===== src/prpe_pkg.sv =====
// ----------------------------------------------------------------------------
// prpe_pkg: shared types and tables for the profile record encoder
// Message kinds, byte sequencer tokens, controller/datapath command and
// status structs, and the per-kind token table.
// ----------------------------------------------------------------------------
package prpe_pkg;

  localparam int unsigned VAL_W          = 64;
  localparam int unsigned VLEN_W         = 4;
  localparam int unsigned STEP_W         = 4;
  localparam int unsigned LEN_W          = 6;
  localparam int unsigned VAR_GROUPS     = 10;
  localparam int unsigned FUNC_INNER_MAX = 32;

  localparam logic [7:0] TAG_F1_VARINT = 8'h08;
  localparam logic [7:0] TAG_F2_VARINT = 8'h10;
  localparam logic [7:0] TAG_F3_VARINT = 8'h18;
  localparam logic [7:0] TAG_F1_LEN    = 8'h0A;
  localparam logic [7:0] TAG_F2_LEN    = 8'h12;
  localparam logic [7:0] TAG_F4_LEN    = 8'h22;
  localparam logic [7:0] TAG_F5_LEN    = 8'h2A;

  typedef enum logic [1:0] {
    OP_VALUE_TYPE = 2'd0,
    OP_SAMPLE     = 2'd1,
    OP_LOCATION   = 2'd2,
    OP_FUNCTION   = 2'd3
  } op_e;

  typedef enum logic [3:0] {
    TK_CONST,
    TK_LEN_OUTER,
    TK_LEN_A,
    TK_LEN_BC,
    TK_LEN_LINE,
    TK_VAR_A,
    TK_VAR_B,
    TK_VAR_C,
    TK_END
  } tk_e;

  typedef enum logic {
    ST_IDLE,
    ST_EMIT
  } state_e;

  typedef struct packed {
    tk_e        tk;
    logic [7:0] cbyte;
  } tok_t;

  typedef struct packed {
    logic load;
    logic emit;
    logic ovf;
    logic next_end;
    tok_t tok;
  } cmd_t;

  typedef struct packed {
    op_e  kind;
    logic ovf_cond;
    logic cont;
    logic out_free;
  } sts_t;

  // varint byte count of a 64-bit value, 1 to 10
  function automatic logic [VLEN_W-1:0] vlen(input logic [VAL_W-1:0] v);
    logic [VLEN_W-1:0] l;
    l = VLEN_W'(1);
    for (int g = 1; g < VAR_GROUPS; g++) begin
      if ((v >> (7 * g)) != '0) l = VLEN_W'(g + 1);
    end
    return l;
  endfunction

  function automatic tok_t mk(input tk_e tk, input logic [7:0] b);
    tok_t t;
    t.tk    = tk;
    t.cbyte = b;
    return t;
  endfunction

  function automatic tok_t tok_at(input op_e kind, input logic [STEP_W-1:0] step);
    tok_t t;
    t = mk(TK_END, 8'h00);
    case (kind)
      OP_VALUE_TYPE: begin
        case (step)
          4'd0: t = mk(TK_CONST, TAG_F1_LEN);
          4'd1: t = mk(TK_LEN_OUTER, 8'h00);
          4'd2: t = mk(TK_CONST, TAG_F1_VARINT);
          4'd3: t = mk(TK_VAR_A, 8'h00);
          4'd4: t = mk(TK_CONST, TAG_F2_VARINT);
          4'd5: t = mk(TK_VAR_B, 8'h00);
          default: t = mk(TK_END, 8'h00);
        endcase
      end
      OP_SAMPLE: begin
        case (step)
          4'd0: t = mk(TK_CONST, TAG_F2_LEN);
          4'd1: t = mk(TK_LEN_OUTER, 8'h00);
          4'd2: t = mk(TK_CONST, TAG_F1_LEN);
          4'd3: t = mk(TK_LEN_A, 8'h00);
          4'd4: t = mk(TK_VAR_A, 8'h00);
          4'd5: t = mk(TK_CONST, TAG_F2_LEN);
          4'd6: t = mk(TK_LEN_BC, 8'h00);
          4'd7: t = mk(TK_VAR_B, 8'h00);
          4'd8: t = mk(TK_VAR_C, 8'h00);
          default: t = mk(TK_END, 8'h00);
        endcase
      end
      OP_LOCATION: begin
        case (step)
          4'd0: t = mk(TK_CONST, TAG_F4_LEN);
          4'd1: t = mk(TK_LEN_OUTER, 8'h00);
          4'd2: t = mk(TK_CONST, TAG_F1_VARINT);
          4'd3: t = mk(TK_VAR_A, 8'h00);
          4'd4: t = mk(TK_CONST, TAG_F4_LEN);
          4'd5: t = mk(TK_LEN_LINE, 8'h00);
          4'd6: t = mk(TK_CONST, TAG_F1_VARINT);
          4'd7: t = mk(TK_VAR_B, 8'h00);
          default: t = mk(TK_END, 8'h00);
        endcase
      end
      OP_FUNCTION: begin
        case (step)
          4'd0: t = mk(TK_CONST, TAG_F5_LEN);
          4'd1: t = mk(TK_LEN_OUTER, 8'h00);
          4'd2: t = mk(TK_CONST, TAG_F1_VARINT);
          4'd3: t = mk(TK_VAR_A, 8'h00);
          4'd4: t = mk(TK_CONST, TAG_F2_VARINT);
          4'd5: t = mk(TK_VAR_B, 8'h00);
          4'd6: t = mk(TK_CONST, TAG_F3_VARINT);
          4'd7: t = mk(TK_VAR_B, 8'h00);
          default: t = mk(TK_END, 8'h00);
        endcase
      end
      default: t = mk(TK_END, 8'h00);
    endcase
    return t;
  endfunction

endpackage


===== src/prpe_ctrl.sv =====
// ----------------------------------------------------------------------------
// prpe_ctrl: record sequencer
// Walks the per-kind token list, one output byte per cycle while the output
// is free, and tells the datapath when to load a record and when to emit.
// ----------------------------------------------------------------------------
module prpe_ctrl (
  input  logic            clk_i,
  input  logic            rst_ni,
  input  logic            in_valid_i,
  output logic            in_ready_o,
  input  prpe_pkg::sts_t  sts_i,
  output prpe_pkg::cmd_t  cmd_o
);

  prpe_pkg::state_e                state_q, state_d;
  logic [prpe_pkg::STEP_W-1:0]     step_q, step_d;
  logic [prpe_pkg::STEP_W-1:0]     step_nx;
  prpe_pkg::tok_t                  tok, tok_nx;

  assign step_nx = step_q + prpe_pkg::STEP_W'(1);
  assign tok     = prpe_pkg::tok_at(sts_i.kind, step_q);
  assign tok_nx  = prpe_pkg::tok_at(sts_i.kind, step_nx);

  always_ff @(posedge clk_i or negedge rst_ni) begin
    if (!rst_ni) begin
      state_q <= prpe_pkg::ST_IDLE;
      step_q  <= '0;
    end else begin
      state_q <= state_d;
      step_q  <= step_d;
    end
  end

  // next state
  always_comb begin
    state_d = state_q;
    step_d  = step_q;
    case (state_q)
      prpe_pkg::ST_IDLE: begin
        if (in_valid_i) begin
          state_d = prpe_pkg::ST_EMIT;
          step_d  = '0;
        end
      end
      prpe_pkg::ST_EMIT: begin
        if (sts_i.out_free) begin
          if (sts_i.ovf_cond) begin
            state_d = prpe_pkg::ST_IDLE;
          end else if (!sts_i.cont) begin
            step_d = step_nx;
            if (tok_nx.tk == prpe_pkg::TK_END) state_d = prpe_pkg::ST_IDLE;
          end
        end
      end
      default: state_d = prpe_pkg::ST_IDLE;
    endcase
  end

  // outputs
  always_comb begin
    in_ready_o     = 1'b0;
    cmd_o.load     = 1'b0;
    cmd_o.emit     = 1'b0;
    cmd_o.ovf      = 1'b0;
    cmd_o.next_end = tok_nx.tk == prpe_pkg::TK_END;
    cmd_o.tok      = tok;
    case (state_q)
      prpe_pkg::ST_IDLE: begin
        in_ready_o = 1'b1;
        cmd_o.load = in_valid_i;
      end
      prpe_pkg::ST_EMIT: begin
        cmd_o.emit = sts_i.out_free;
        cmd_o.ovf  = sts_i.ovf_cond;
      end
      default: ;
    endcase
  end

  a_load_starts: assert property (@(posedge clk_i) disable iff (!rst_ni)
    cmd_o.load |=> (state_q == prpe_pkg::ST_EMIT && step_q == '0))
    else $error("record load did not start the sequence");

  a_no_end_token: assert property (@(posedge clk_i) disable iff (!rst_ni)
    state_q == prpe_pkg::ST_EMIT |-> tok.tk != prpe_pkg::TK_END)
    else $error("sequencer ran past the end of the token list");

  a_ovf_single: assert property (@(posedge clk_i) disable iff (!rst_ni)
    (cmd_o.emit && cmd_o.ovf) |=> state_q == prpe_pkg::ST_IDLE)
    else $error("overflow record emitted more than one result");

endmodule


===== src/prpe_datapath.sv =====
// ----------------------------------------------------------------------------
// prpe_datapath: record registers, varint shifter and output register
// Holds the record and its varint lengths, works out the field lengths, and
// builds one wire byte per emit command.
// ----------------------------------------------------------------------------
module prpe_datapath (
  input  logic                         clk_i,
  input  logic                         rst_ni,
  input  logic [1:0]                   op_i,
  input  logic [prpe_pkg::VAL_W-1:0]   val_a_i,
  input  logic [prpe_pkg::VAL_W-1:0]   val_b_i,
  input  logic [prpe_pkg::VAL_W-1:0]   val_c_i,
  input  prpe_pkg::cmd_t               cmd_i,
  output prpe_pkg::sts_t               sts_o,
  output logic                         out_valid_o,
  input  logic                         out_ready_i,
  output logic [7:0]                   out_byte_o,
  output logic                         out_last_o,
  output logic                         out_ovf_o
);

  localparam int unsigned VW = prpe_pkg::VAL_W;
  localparam int unsigned LW = prpe_pkg::VLEN_W;
  localparam int unsigned NW = prpe_pkg::LEN_W;

  prpe_pkg::op_e   kind_q;
  logic [VW-1:0]   a_q, b_q, c_q, sh_q, sh_d;
  logic [LW-1:0]   la_q, lb_q, lc_q, cnt_q, cnt_d;
  logic [7:0]      obyte_q;
  logic            olast_q, oovf_q, ovalid_q;

  logic [NW-1:0]   outer_len, func_len;
  logic [VW-1:0]   sel_val, src;
  logic [LW-1:0]   sel_len, rem;
  logic            is_var, cont;
  logic [7:0]      ebyte;

  assign func_len = NW'(3) + NW'(la_q) + NW'(lb_q) + NW'(lb_q);

  always_comb begin
    case (kind_q)
      prpe_pkg::OP_VALUE_TYPE: outer_len = NW'(2) + NW'(la_q) + NW'(lb_q);
      prpe_pkg::OP_SAMPLE:     outer_len = NW'(4) + NW'(la_q) + NW'(lb_q) + NW'(lc_q);
      prpe_pkg::OP_LOCATION:   outer_len = NW'(4) + NW'(la_q) + NW'(lb_q);
      default:                 outer_len = func_len;
    endcase
  end

  always_comb begin
    is_var  = 1'b0;
    sel_len = LW'(1);
    sel_val = '0;
    case (cmd_i.tok.tk)
      prpe_pkg::TK_CONST:     sel_val = VW'(cmd_i.tok.cbyte);
      prpe_pkg::TK_LEN_OUTER: sel_val = VW'(outer_len);
      prpe_pkg::TK_LEN_A:     sel_val = VW'(la_q);
      prpe_pkg::TK_LEN_BC:    sel_val = VW'(NW'(lb_q) + NW'(lc_q));
      prpe_pkg::TK_LEN_LINE:  sel_val = VW'(NW'(lb_q) + NW'(1));
      prpe_pkg::TK_VAR_A: begin
        is_var  = 1'b1;
        sel_val = a_q;
        sel_len = la_q;
      end
      prpe_pkg::TK_VAR_B: begin
        is_var  = 1'b1;
        sel_val = b_q;
        sel_len = lb_q;
      end
      prpe_pkg::TK_VAR_C: begin
        is_var  = 1'b1;
        sel_val = c_q;
        sel_len = lc_q;
      end
      default: ;
    endcase
  end

  // cnt_q != 0: in the middle of a multi-byte varint
  assign src   = (cnt_q != '0) ? sh_q : sel_val;
  assign rem   = (cnt_q != '0) ? cnt_q : sel_len;
  assign cont  = rem > LW'(1);
  assign ebyte = is_var ? {cont, src[6:0]} : src[7:0];
  assign sh_d  = src >> 7;
  assign cnt_d = rem - LW'(1);

  assign sts_o.kind     = kind_q;
  assign sts_o.ovf_cond = (kind_q == prpe_pkg::OP_FUNCTION) &&
                          (func_len > NW'(prpe_pkg::FUNC_INNER_MAX));
  assign sts_o.cont     = cont;
  assign sts_o.out_free = !ovalid_q || out_ready_i;

  always_ff @(posedge clk_i or negedge rst_ni) begin
    if (!rst_ni) begin
      ovalid_q <= 1'b0;
      cnt_q    <= '0;
    end else begin
      if (cmd_i.emit) begin
        ovalid_q <= 1'b1;
      end else if (out_ready_i) begin
        ovalid_q <= 1'b0;
      end
      if (cmd_i.load) begin
        cnt_q <= '0;
      end else if (cmd_i.emit && !cmd_i.ovf) begin
        cnt_q <= cnt_d;
      end
    end
  end

  always_ff @(posedge clk_i) begin
    if (cmd_i.load) begin
      kind_q <= prpe_pkg::op_e'(op_i);
      a_q    <= val_a_i;
      b_q    <= val_b_i;
      c_q    <= val_c_i;
      la_q   <= prpe_pkg::vlen(val_a_i);
      lb_q   <= prpe_pkg::vlen(val_b_i);
      lc_q   <= prpe_pkg::vlen(val_c_i);
    end
    if (cmd_i.emit) begin
      sh_q <= sh_d;
      if (cmd_i.ovf) begin
        obyte_q <= 8'h00;
        olast_q <= 1'b1;
        oovf_q  <= 1'b1;
      end else begin
        obyte_q <= ebyte;
        olast_q <= cmd_i.next_end && !cont;
        oovf_q  <= 1'b0;
      end
    end
  end

  assign out_valid_o = ovalid_q;
  assign out_byte_o  = obyte_q;
  assign out_last_o  = olast_q;
  assign out_ovf_o   = oovf_q;

  a_cont_keeps_count: assert property (@(posedge clk_i) disable iff (!rst_ni)
    (cmd_i.emit && !cmd_i.ovf && cont) |=> cnt_q != '0)
    else $error("varint continuation lost its byte count");

endmodule


===== src/profile_record_protobuf_encoder.sv =====
// ----------------------------------------------------------------------------
// profile_record_protobuf_encoder: protobuf wire encoder for profile records
// Turns one record (kind in tuser, three 64-bit values in tdata) into the
// bytes of one length-delimited submessage, one byte per output request.
// ----------------------------------------------------------------------------
// A record is accepted only while the encoder is idle; it then emits one
// byte per cycle from its output register while the output is free; a
// record gives 6 to 36 bytes (a dropped Function record gives a single
// overflow request), produced by the byte sequencer that walks the token
// list one byte at a time. Output stalls hold the sequencer. tlast marks
// the final byte of a record; tuser[0] flags a dropped Function record
// whose inner part would exceed 32 bytes.
module profile_record_protobuf_encoder (
  input  logic         clk_i,
  input  logic         rst_ni,
  input  logic         s_axis_tvalid,
  output logic         s_axis_tready,
  input  logic [191:0] s_axis_tdata,   // value_a[63:0], value_b[127:64], value_c[191:128]
  input  logic [1:0]   s_axis_tuser,   // operation[1:0]
  output logic         m_axis_tvalid,
  input  logic         m_axis_tready,
  output logic [7:0]   m_axis_tdata,   // out_byte[7:0]
  output logic         m_axis_tlast,   // last
  output logic [0:0]   m_axis_tuser    // overflow[0]
);

  prpe_pkg::cmd_t cmd;
  prpe_pkg::sts_t sts;
  logic           ovf;

  prpe_ctrl u_ctrl (
    .clk_i      (clk_i),
    .rst_ni     (rst_ni),
    .in_valid_i (s_axis_tvalid),
    .in_ready_o (s_axis_tready),
    .sts_i      (sts),
    .cmd_o      (cmd)
  );

  prpe_datapath u_dp (
    .clk_i       (clk_i),
    .rst_ni      (rst_ni),
    .op_i        (s_axis_tuser),
    .val_a_i     (s_axis_tdata[63:0]),
    .val_b_i     (s_axis_tdata[127:64]),
    .val_c_i     (s_axis_tdata[191:128]),
    .cmd_i       (cmd),
    .sts_o       (sts),
    .out_valid_o (m_axis_tvalid),
    .out_ready_i (m_axis_tready),
    .out_byte_o  (m_axis_tdata),
    .out_last_o  (m_axis_tlast),
    .out_ovf_o   (ovf)
  );

  assign m_axis_tuser = ovf;

endmodule


===== config.mk =====
export PLATFORM = sky130hd
export DESIGN_NAME = profile_record_protobuf_encoder
export DESIGN_NICKNAME = d
export VERILOG_FILES = /design/src/prpe_pkg.sv /design/src/prpe_ctrl.sv /design/src/prpe_datapath.sv /design/src/profile_record_protobuf_encoder.sv
export SDC_FILE = /design/constraint.sdc
export NUM_CORES = 1
export LEC_CHECK = 0
export ABC_AREA = 1
export ABC_CLOCK_PERIOD_IN_PS = 6100
export BUFFER_PORTS_ARGS = -buffer_cell sky130_fd_sc_hd__buf_2
export CAP_MARGIN = 0
export CORE_MARGIN = 2
export CORE_UTILIZATION = 30
export CTS_CLUSTER_DIAMETER = 150
export CTS_CLUSTER_SIZE = 25
export DETAILED_ROUTE_END_ITERATION = 10
export SYNTH_ARGS = -nofsm -noshare
export SYNTH_HDL_FRONTEND = slang
export SYNTH_HIERARCHICAL = 1
export SYNTH_SLANG_ARGS = --single-unit

===== constraint.sdc =====
create_clock -name clk_i -period 6.1 [get_ports clk_i]
set_input_delay 0.61 -clock clk_i [delete_from_list [all_inputs] [get_ports clk_i]]
set_output_delay 0.61 -clock clk_i [all_outputs]
set_load 0.03 [all_outputs]

==> impl_results.md <==
* Result of the run: complete, no violations
* Worst r2r src: u_ctrl/step_q[0]
* Cell with the most instances after synthesis: sky130_fd_sc_hd__nand2_1
* Clock sink count at 283
* Routed wire length per instance at 18.2 um
* Setup slack, reg-to-reg at 1.78 ns
* Routed wire length at 42.0 mm
* Fin. Hold Viols at 0
* Routability congestion estimate from global placement at 0.906
* Half-perimeter wire length of the detailed placement result at 31.7 mm
* Sequential-to-total area share from yosys stat at 59.7%
* Post-synth top area cell: sky130_fd_sc_hd__edfxtp_1
* Share of cells above drive strength 1 at 16.4%
* Post-synthesis instance area at 14200 um^2
* Worst Min Path Start: s_axis_tdata[66]
* Worst hold slack across all endpoints at 0.252 ns
* H-tree depth reported by CTS at 1
* Mean area per synthesized cell at 9.47 um^2
* Clock transition at the registers of the reported paths at 0.10 ns
* WP data required at 6.51 ns
* Unrepaired setup endpoints after global routing: false
* Total Negative Setup Slacks at 0 ns
* Share of the synthesized area in the top cell type at 57.9%
* Io pins at 210
* Top flip-flop cell by instance count after synthesis: sky130_fd_sc_hd__edfxtp_1
* Hold Path Cell Cnt at 1
* Maximum net fanout on the critical path at 66
* Area inside the core boundary at 46600 um^2
* Synthesized netlist cell count at 1495
* TritonCTS clock tree: built
* Number of global-route vias before repair at 10800
* Crit path from: u_ctrl/step_q[0]
* Layout Skew at 0.0427 ns
* Worst slew margin at 32.1%
* Most frequent cells after synthesis: sky130_fd_sc_hd__nand2_1, sky130_fd_sc_hd__edfxtp_1, sky130_fd_sc_hd__nor2_1
* Leak Pwr at 0.00666 uW
* Final worst path period need at 4.32 ns
* Die footprint at 48900 um^2
* Placement Rows at 79
* Overall die width at 221 um
* Startpoint type of the worst setup path: flip-flop
* Number of antenna violations at the first check in global routing at 1
* Congestion Overflow GR at 0
* Peak supply drop at 0.000204 V
* Fraction of synthesis flops using an asynchronous set or reset pin at 3.53%
* Cell types with the largest area share after synthesis: sky130_fd_sc_hd__edfxtp_1, sky130_fd_sc_hd__nand2_1, sky130_fd_sc_hd__nor2_1
* Net count of the finished layout at 1932
* Count of vias placed by the detailed router at 11100
* Wire length of the first global-routing pass at 63.6 mm
* Max Root-Sink Buffers at 3
* Number of vias per cell after detailed routing at 4.81
* Hold Crit Endpoint: u_dp/b_q[2]
* Number of warnings reported in the yosys synthesis log at 6
* Length in cells of the worst reg-to-reg path at 21
* Max-slew violation total from the final report at 0
* Post-synthesis sequential element count at 283
* Largest net degree at the start of global routing at 122
* Min-Delay Path Class: in -> reg
* Number of setup violations in the final report at 0
* DRC viols at 0
* Insertion delay to the later sink of the worst-skew pair at 0.52 ns
* Fmax at 0.231 GHz
* Cell variety after synth at 51
* Max capacitance violation total at 0
* CTS resizes at 0
* Post-CTS setup buffer count at 0
* Worst reg2reg path endpoint: u_ctrl/step_q[1]
* Starting DRT DRC Count at 1022
* Final ANT Viol Nets at 0
* Actual slew at the worst max-slew pin at 1.02 ns
* Number of clock buffers inserted by TritonCTS at 15
* Data arrival time at the worst-slack endpoint at 4.73 ns
* Layout overhead on the synthesized area at 14.9%
* Die Height at 221 um
* GRT Total Usage at 16.8%
* Area of combinational cells with multiple inputs at 4900 um^2
* Post-synth EDFFs at 273
* Fillers at 4740
* First-pass detailed-route iteration total at 5
* Share of the cycle needed by the critical path after routing at 70.8%
* Kind of end point of the critical path: flip-flop
* Kind of critical path: reg -> reg
* Count of port buffers added during placement at 209
* Total power per unit cell area at 358 nW/um^2
* Seq. cell area at 8450 um^2
* CTS Root Buffer Type: sky130_fd_sc_hd__clkbuf_16
* Initial Utilization at 30.4%
==> worst max-delay path: stages (launching register included) <==
cell and delay (ns):
sky130_fd_sc_hd__dfrtp_1 0.52, sky130_fd_sc_hd__inv_1 0.22, sky130_fd_sc_hd__ha_1 0.29, sky130_fd_sc_hd__inv_1 0.12, sky130_fd_sc_hd__nor2_2 0.05, sky130_fd_sc_hd__nor3_1 0.19, sky130_fd_sc_hd__o21ai_1 0.07, sky130_fd_sc_hd__nor3_1 0.74
sky130_fd_sc_hd__inv_2 0.03, sky130_fd_sc_hd__nand2_1 0.13, sky130_fd_sc_hd__nor2_4 0.05, sky130_fd_sc_hd__buf_4 0.35, sky130_fd_sc_hd__nand2_1 0.14, sky130_fd_sc_hd__o211ai_1 0.12, sky130_fd_sc_hd__a21oi_2 0.18, sky130_fd_sc_hd__nand3_1 0.10
sky130_fd_sc_hd__nor2_2 0.20, sky130_fd_sc_hd__inv_1 0.09, sky130_fd_sc_hd__nor3_1 0.30, sky130_fd_sc_hd__nor2_1 0.11, sky130_fd_sc_hd__inv_1 0.14, sky130_fd_sc_hd__o21ai_0 0.08
==> cell type report <==
| type | instances | share of cell area [%] |
|---|---|---|
| flip-flops and latches | 283 | 51.9 |
| multi-input cells | 1014 | 30.1 |
| diodes | 1 | 0.0154 |
| repair buffers | 218 | 6.86 |
| inverters | 162 | 3.81 |
| clock buffers | 21 | 2.45 |
| clock inverters | 2 | 0.154 |
| well taps | 607 | 4.67 |
==> layout by cell type, fill, tap and decap left out, drive strengths merged, types with 21 or more instances in the layout <==
cell type	netlist	final
nor2	198	198
clkbuf	10	21
nand2	474	474
ha	35	35
nand3	96	96
o21ai	45	45
edfxtp	273	273
buf	29	217
a21oi	45	45
inv	162	164
==> through the flow <==
stage | worst slack, ns | power, uW | cells | utilization (%) | cell area [um^2]
floorplan | 0.554 | 4180 | 1498 | - | 14200
global placement | 1.90 | 4760 | 2283 | 34.0 | 15800
detailed placement | 1.79 | 4770 | 2283 | 34.0 | 15800
CTS | 1.78 | 5870 | 2307 | 34.9 | 16300
global route | 1.38 | 6170 | 2308 | 34.9 | 16300
finish | 1.78 | 5820 | 2308 | 34.9 | 16300
==> routing by layer <==
| layer | track usage [%] | routed length [um] | vias up | part of all wire, % |
|---|---|---|---|---|
| met5 | 0 | 0 | - | 0 |
| met4 | 4.55 | 1050 | 0 | 2.5 |
| met3 | 1.73 | 2630 | 50 | 6.3 |
| met2 | 27.2 | 19500 | 387 | 46 |
| met1 | 23.9 | 18900 | 5292 | 45 |
| li1 | - | - | 5366 | - |
==> where the power goes <==
part	switching [uW]	internal [uW]	leakage [uW]
logic	1270	514	0.00378
registers	201	2730	0.00268
clock network	630	470	0.000204
total	2110	3720	0.00666
==> worst max-delay path by stage <==
| stage | cells after the start | slack [ns] | end |
|---|---|---|---|
| after global placement | 21 | 1.90 | u_ctrl/step_q[3] |
| after CTS | 21 | 1.78 | u_ctrl/step_q[1] |
| final | 21 | 1.78 | u_ctrl/step_q[1] |
| after floorplan | 6 | 0.55 | u_dp/cnt_q[2] |
| after global routing | 21 | 1.38 | u_ctrl/step_q[1] |
| after detailed placement | 21 | 1.79 | u_ctrl/step_q[1] |
==> registers in the layout, indices dropped and copies added (netlist names), 2 cells and up <==
register         count
u_ctrl/step_q        4
u_dp/cnt_q           4
u_dp/a_q            64
u_dp/sh_q           57
u_dp/lb_q            4
u_dp/out_byte_o      8
u_dp/c_q            64
u_dp/la_q            4
u_dp/kind_q          2
u_dp/lc_q            4
u_dp/b_q            64
==> kinds of logic after synthesis <==
logic type / after synthesis / synth area share [%]
AOI/OAI and AO/OA: 131 / 5.61
xor gates and xnor gates: 5 / 0.309
adders and majority gates: 40 / 3.80
buffers and inverters: 201 / 5.86
DFF: 283 / 59.7
other: 1 / 0.0265
and+or+nand+nor: 834 / 24.7
==> what timing repair did <==
item                                    in CTS  in global routing
hold buffers                                 1                  0
endpoints found under the hold margin       10                  0
endpoints found under the setup margin       0                  0
Power figures use the tool's default switching activity.
